===== src/rtl/core/dilated_conv1d_reflect_pad_core_defines.svh =====
// Assertion macros shared by the core RTL.
// The assertions sample on clk and are disabled while arst_n is low.
`ifndef DILATED_CONV1D_REFLECT_PAD_CORE_DEFINES_SVH
`define DILATED_CONV1D_REFLECT_PAD_CORE_DEFINES_SVH

// Same-cycle implication.
`define DCRP_ASSERT_IMPL(lbl, ante, cons) \
	lbl: assert property (@(posedge clk) disable iff (!arst_n) (ante) |-> (cons)) \
		else $error("dcrp same-cycle check failed");

// Next-cycle implication.
`define DCRP_ASSERT_NEXT(lbl, ante, cons) \
	lbl: assert property (@(posedge clk) disable iff (!arst_n) (ante) |=> (cons)) \
		else $error("dcrp next-cycle check failed");

`endif


===== src/rtl/core/dcrp_pkg.sv =====
package dcrp_pkg;

	// Item kinds.
	localparam logic [1:0] KIND_WEIGHT = 2'd0;
	localparam logic [1:0] KIND_BIAS   = 2'd1;
	localparam logic [1:0] KIND_ACT    = 2'd2;
	localparam logic [1:0] KIND_QUERY  = 2'd3;

	// Configuration register indexes.
	localparam int CFG_IDX_W  = 3;
	localparam int CFG_DATA_W = 9;
	localparam logic [CFG_IDX_W-1:0] REG_IN_CHANNELS = 3'd0;
	localparam logic [CFG_IDX_W-1:0] REG_KERNEL_SIZE = 3'd1;
	localparam logic [CFG_IDX_W-1:0] REG_DILATION    = 3'd2;
	localparam logic [CFG_IDX_W-1:0] REG_SEQ_LEN     = 3'd3;
	localparam logic [CFG_IDX_W-1:0] REG_RELU_ON     = 3'd4;

	// Request item.
	typedef struct packed {
		logic [1:0]         kind;
		logic [6:0]         out_chan;
		logic [6:0]         in_chan;
		logic [2:0]         tap;
		logic [7:0]         time_step;
		logic signed [15:0] value;
	} req_t;

	// Response item.
	typedef struct packed {
		logic [6:0]         out_chan_res;
		logic [7:0]         time_step_res;
		logic signed [15:0] result;
		logic               range_error;
	} rsp_t;

	// Sequencer controls for the multiply-accumulate unit.
	typedef struct packed {
		logic load_bias;
		logic mul_valid;
	} mac_ctrl_t;

endpackage


===== src/rtl/core/dcrp_mac.sv =====
module dcrp_mac #(
	parameter int ACC_W = 44
) (
	input  logic                    clk,
	input  logic                    arst_n,
	input  dcrp_pkg::mac_ctrl_t     ctrl,
	input  logic signed [15:0]      bias,
	input  logic signed [15:0]      w,
	input  logic signed [15:0]      a,
	input  logic                    relu_on,
	output logic                    busy,
	output logic signed [15:0]      result
);

	localparam logic signed [ACC_W-1:0] SAT_HI = ACC_W'(32767);
	localparam logic signed [ACC_W-1:0] SAT_LO = ACC_W'(-32768);
	localparam logic signed [ACC_W-1:0] HALF   = ACC_W'(128);

	logic signed [31:0]      prod_s2;
	logic                    v_s2;
	logic signed [ACC_W-1:0] acc_q;
	logic signed [ACC_W-1:0] rnd;
	logic signed [ACC_W-1:0] shr;

	// Product stage valid.
	always_ff @(posedge clk or negedge arst_n) begin
		if (!arst_n) begin
			v_s2 <= 1'b0;
		end else begin
			v_s2 <= ctrl.mul_valid;
		end
	end

	// One shared multiplier, registered before the accumulator.
	always_ff @(posedge clk) begin
		if (ctrl.mul_valid) begin
			prod_s2 <= w * a;
		end
	end

	// Accumulator starts from the bias aligned to Q16.16, sign extended.
	always_ff @(posedge clk) begin
		if (ctrl.load_bias) begin
			acc_q <= ACC_W'($signed({bias, 8'b0}));
		end else if (v_s2) begin
			acc_q <= acc_q + ACC_W'(prod_s2);
		end
	end

	// Round to nearest by adding one half, floor shift to Q8.8, saturate, then ReLU if on.
	always_comb begin
		rnd = acc_q + HALF;
		shr = rnd >>> 8;
		if (shr > SAT_HI) begin
			result = 16'sh7fff;
		end else if (shr < SAT_LO) begin
			result = 16'sh8000;
		end else begin
			result = shr[15:0];
		end
		if (relu_on && result[15]) begin
			result = 16'sh0000;
		end
	end

	assign busy = v_s2;

endmodule


===== config.mk =====
export PLATFORM = sky130hd
export DESIGN_NAME = dcrp_mac
export DESIGN_NICKNAME = d
export VERILOG_FILES = /design/src/rtl/core/dilated_conv1d_reflect_pad_core_defines.svh /design/src/rtl/core/dcrp_pkg.sv /design/src/rtl/core/dcrp_mac.sv
export SDC_FILE = /design/constraint.sdc
export NUM_CORES = 1
export LEC_CHECK = 0
export BUFFER_PORTS_ARGS = -buffer_cell sky130_fd_sc_hd__buf_2
export CAP_MARGIN = 0
export CORE_UTILIZATION = 45
export DETAILED_ROUTE_END_ITERATION = 8
export PLACE_DENSITY = 0.57
export SYNTH_ARGS = -nofsm -noshare
export SYNTH_HDL_FRONTEND = slang
export SYNTH_SLANG_ARGS = --single-unit

===== constraint.sdc =====
create_clock -name clk -period 4.36 [get_ports clk]
set_clock_uncertainty 0.15 [all_clocks]
set_input_delay 0.436 -clock clk [delete_from_list [all_inputs] [get_ports clk]]
set_output_delay 0.436 -clock clk [all_outputs]
set_load 0.005 [all_outputs]

After elaboration in Yosys (flattened, before gate mapping) --
Index checks and enable logic that the tools add are counted.
Word-level totals: input port bits 53, register bits after elaboration 77, output and inout port bits 17
Cells by class: $add $sub $neg 2, order comparisons 2, multiplexer cells 5, reductions and logical operators 2, $mul 1
Operators with widths (count):
- two-way mux 44 bit | 2
- two-way mux 16 bit | 3
- adder 44 x 32 -> 44 bit | 1
- adder 44 x 9 -> 44 bit (second input constant) | 1
- greater-than comparator 36 x 16 -> 1 bit (second input constant) | 1
- less-than comparator 36 x 16 -> 1 bit (second input constant) | 1
- multiplier 16 x 16 -> 32 bit | 1
- nonzero test 2 bit | 1
- logical AND 1 bit | 1

Longest topological paths before layout --
word-level depth 6, gate-level depth with buffers 24, gate-level depth less buffers 23

Worst setup path after synthesis --
No wires, ideal clock.
path kind input to register, from input port w[15], to register prod_s2[30], data pin, setup slack -2230 ps, arrival 6172 ps, required time 3942 ps, setup time 268 ps, cell stages on the path 20, path through clkbuf_1 -> nand2_1 -> fa_1 -> inv_1 -> fa_1 -> fa_1 -> fa_1 -> fa_1 -> inv_1 -> fa_1 -> inv_1 -> ha_1 -> nand2_1 -> nor4_1 -> nor3b_1 -> a31oi_1 -> a311oi_1 -> or3_1 -> o311ai_0 -> xnor2_1
Between the ends: cells in the longest elaborated chain, start to end 1
Ends and longest elaborated chain:
- start, declared | RTL line dcrp_mac.sv:8 | input logic signed [15:0] w,
- multiplier 16 x 16 -> 32 bit | RTL line dcrp_mac.sv:37 | prod_s2 <= w * a;
- end signal, assigned | RTL line dcrp_mac.sv:37
- end, declared | RTL line dcrp_mac.sv:19 | logic signed [31:0] prod_s2;
No other way between the ends. A chain may end at the register's enable or synchronous reset.

Final worst setup path --
from input port w[4], to register prod_s2[29], data pin
Same word-level chain as after synthesis.

==> results.yml <==
timing:
  period_minus_slack_ns: 5.86
  hold_violations: 0
  tns_ns: -27.03
  post-route-period-util_pct: 134
  hold_slack_ns: 0.233
  setup_viol_count_final: 24
  finalWorstSetupSlack_ns: -1.50
  relSlewSlack_pct: 44.0
  drv_slew: 0
  rsz0062_at_grt: "yes"
  tightest_slew_ns: 0.840
  fmax_mhz: 171
final_layout:
  fin_nets: 2459
  postLayoutCellArea_sq_um: 19600
  instances_no_fill: 2477
  layout_common_cells: "inv_1 (315), fa_1 (243), buf_4 (192)"
  syn2layout_area_growth_pct: 23.0
  drive_gt1_share_pct: 23.4
  fillCellCount: 3091
  final_common_cell: "inv_1"
  num_antenna_cells: 0
worst_setup_path:
  worstPathRequired_ns: 4.30
  startpoint: "w[4]"
  regToRegStartpoint: "acc_q[25]"
  setup.worst_path.end_class: "register"
  cp_max_fo: 4
  worstPathArrival_ns: 5.80
  path_class: "in2reg"
  critPathLaunchType: "input pin"
  r2r_cells: 10
place:
  dpl-instance-area_sq_um: 18300
  io_buffers: 69
  gp_congestion: 0.889
  post-dp-hpwl_um: 33500
  numPlacedInstances: 2423
min_path:
  holdPathStages: 3
  min_path_type: "in2reg"
  hold_start: "bias[12]"
logic_synthesis:
  synthFlopType: "edfxtp_1"
  synth_area_sq_um: 16000
  synth_warnings: 0
  synth_cells: 1786
  async_flop_share_pct: 1.30
  ys_seq_area_share_pct: 13.9
  synth_cell_types: 69
  avgSynthCellArea_sq_um: 8.94
  synth_area_leaders: "fa_1 (33%), edfxtp_1 (13%), ha_1 (9.9%), inv_1 (8.2%), and2_1 (5.1%)"
  yosys_register_bits: 77
  synth_nets: 2228
  synth_edf_count: 68
  synth_top_area_share_pct: 33.0
  yosysTopAreaCell: "fa_1"
route:
  vias: 12600
  drt-wirelength-per-cell_um: 15.9
  postRouteAntennaNets: 0
  avgViaCountPerCell: 5.10
  remaining_drc_errors: 0
  wl_um: 39300
  drt_pass1_iterations: 5
  drtIter0Drc: 832
cts:
  clock_sinks: 77
  ctsRootBufferMaster: "clkbuf_16"
  path_clk_slew_ns: 0.06
  clockBufferDepth: 2
  cts_tree: "done"
  worstSkewPairLatency_ns: 0.34
  numCtsBuffers: 9
  htreeDepth: 3
global_route:
  antenna_found_initial: 0
  grt_pass1_wl_um: 64900
  overflow: 0
  grt_pass1_vias: 13000
  grt_max_degree: 38
  grt_use_total_pct: 22.5
floorplan:
  io_pins: 70
  die_w_um: 190
  rows: 68
  start_util_pct: 46.0
  die-area_sq_um: 36200
  die_height_um: 190
  core_sq_um: 34700
run:
  maxCapViolCount: 0
outcome:
  status: "complete, but fails checks"
  violations: "negative setup slack"
==> logic make-up after synthesis <==
family | Yosys count | share of synthesized area [%]
xor gates and xnor gates | 95 | 5.21
and+or+nand+nor | 517 | 16.4
muxes | 4 | 0.251
DFF | 77 | 13.9
AOI/OAI and AO/OA | 292 | 11.4
buffers and inverters | 412 | 9.91
adders and majority gates | 389 | 42.9
==> layout make-up <==
class,instances,area [sq um],area share [%]
clock buffers,9,225,1.15
multi-input cells,1297,12900,65.6
clock inverters,7,65.1,0.331
well taps,455,569,2.90
flip-flops and latches,77,2230,11.3
inverters,347,1310,6.68
repair buffers,285,2360,12.0
==> cells in the mapped netlist, types with 3 or more instances <==
library cell and n:
clkbuf_1 59, and3_1 9, dfxtp_1 8, or3_1 9, a211oi_1 4, o21a_1 3
mux2i_1 4, fa_1 263, o21ai_1 9, a21oi_1 74, o21ai_0 86, nor4_1 7
nor2b_1 8, or2_2 4, a21o_1 39, nand4_1 15, a21boi_0 5, and2_1 130
nand3_1 36, ha_1 126, o22ai_1 3, a41oi_1 3, a31oi_1 15, nand2_1 186
edfxtp_1 68, xnor2_1 58, o31ai_1 5, nor3b_1 6, and3_2 4, o211ai_1 3
nor3_1 20, xor2_1 37, nand3_2 3, o21bai_1 13, nor2_1 57, o31a_1 7
nand2b_1 11, inv_1 347
==> what timing repair did <==
action,CTS,global route
setup endpoints to repair,24,39
hold endpoints to repair,1,0
cloned,1,1
hold buffers,1,0
buffers inserted,18,24
pin swaps,92,70
gates resized for setup,131,61
==> layer usage <==
layer	GRT usage, %	vias up	wire length [um]
met3	2.01	41	1380
met1	32.3	6127	19100
met5	0	-	0
met2	36.6	271	18100
met4	5.45	0	638
li1	-	6192	-
==> metrics by stage <==
stage               util, %  worst slack, ns
floorplan                 -            -1.53
global placement       52.8            -1.97
detailed placement     52.8            -2.05
CTS                    55.4            -1.51
global route           56.6            -1.71
finish                 56.6            -1.50
==> path summary, 6_finish.rpt <==
kind	end	slack, ns
worst max-delay path	prod_s2[29]	-1.50
worst min-delay path	acc_q[20]	0.23
worst max register to register	acc_q[40]	0.75
worst min register to register	acc_q[4]	0.32
max in group asynchronous	busy	3.73
min in group asynchronous	busy	0.25
==> worst max-delay path, cell delays in order <==
cell and delay (ns):
buf_8 0.11, buf_6 0.12, and2_4 0.13, fa_1 0.55
inv_2 0.04, fa_1 0.54, inv_2 0.06, ha_4 0.15
fa_1 0.53, inv_1 0.05, fa_1 0.45, fa_1 0.53
inv_2 0.05, ha_4 0.21, and3_4 0.17, a221oi_4 0.33
o21bai_4 0.11, a2111oi_2 0.40, buf_4 0.18, o31a_1 0.15
nor3_2 0.06, a41oi_2 0.18, nor2b_2 0.19, xnor2_1 0.07
==> state kept, by name, indices dropped and copies added, names as in the netlist <==
| name | count |
|---|---|
| prod_s2 | 32 |
| acc_q | 44 |
| busy | 1 |
Power is not shown: default switching activity piles up to over one toggle a cycle in this logic, so the estimate is an artifact.
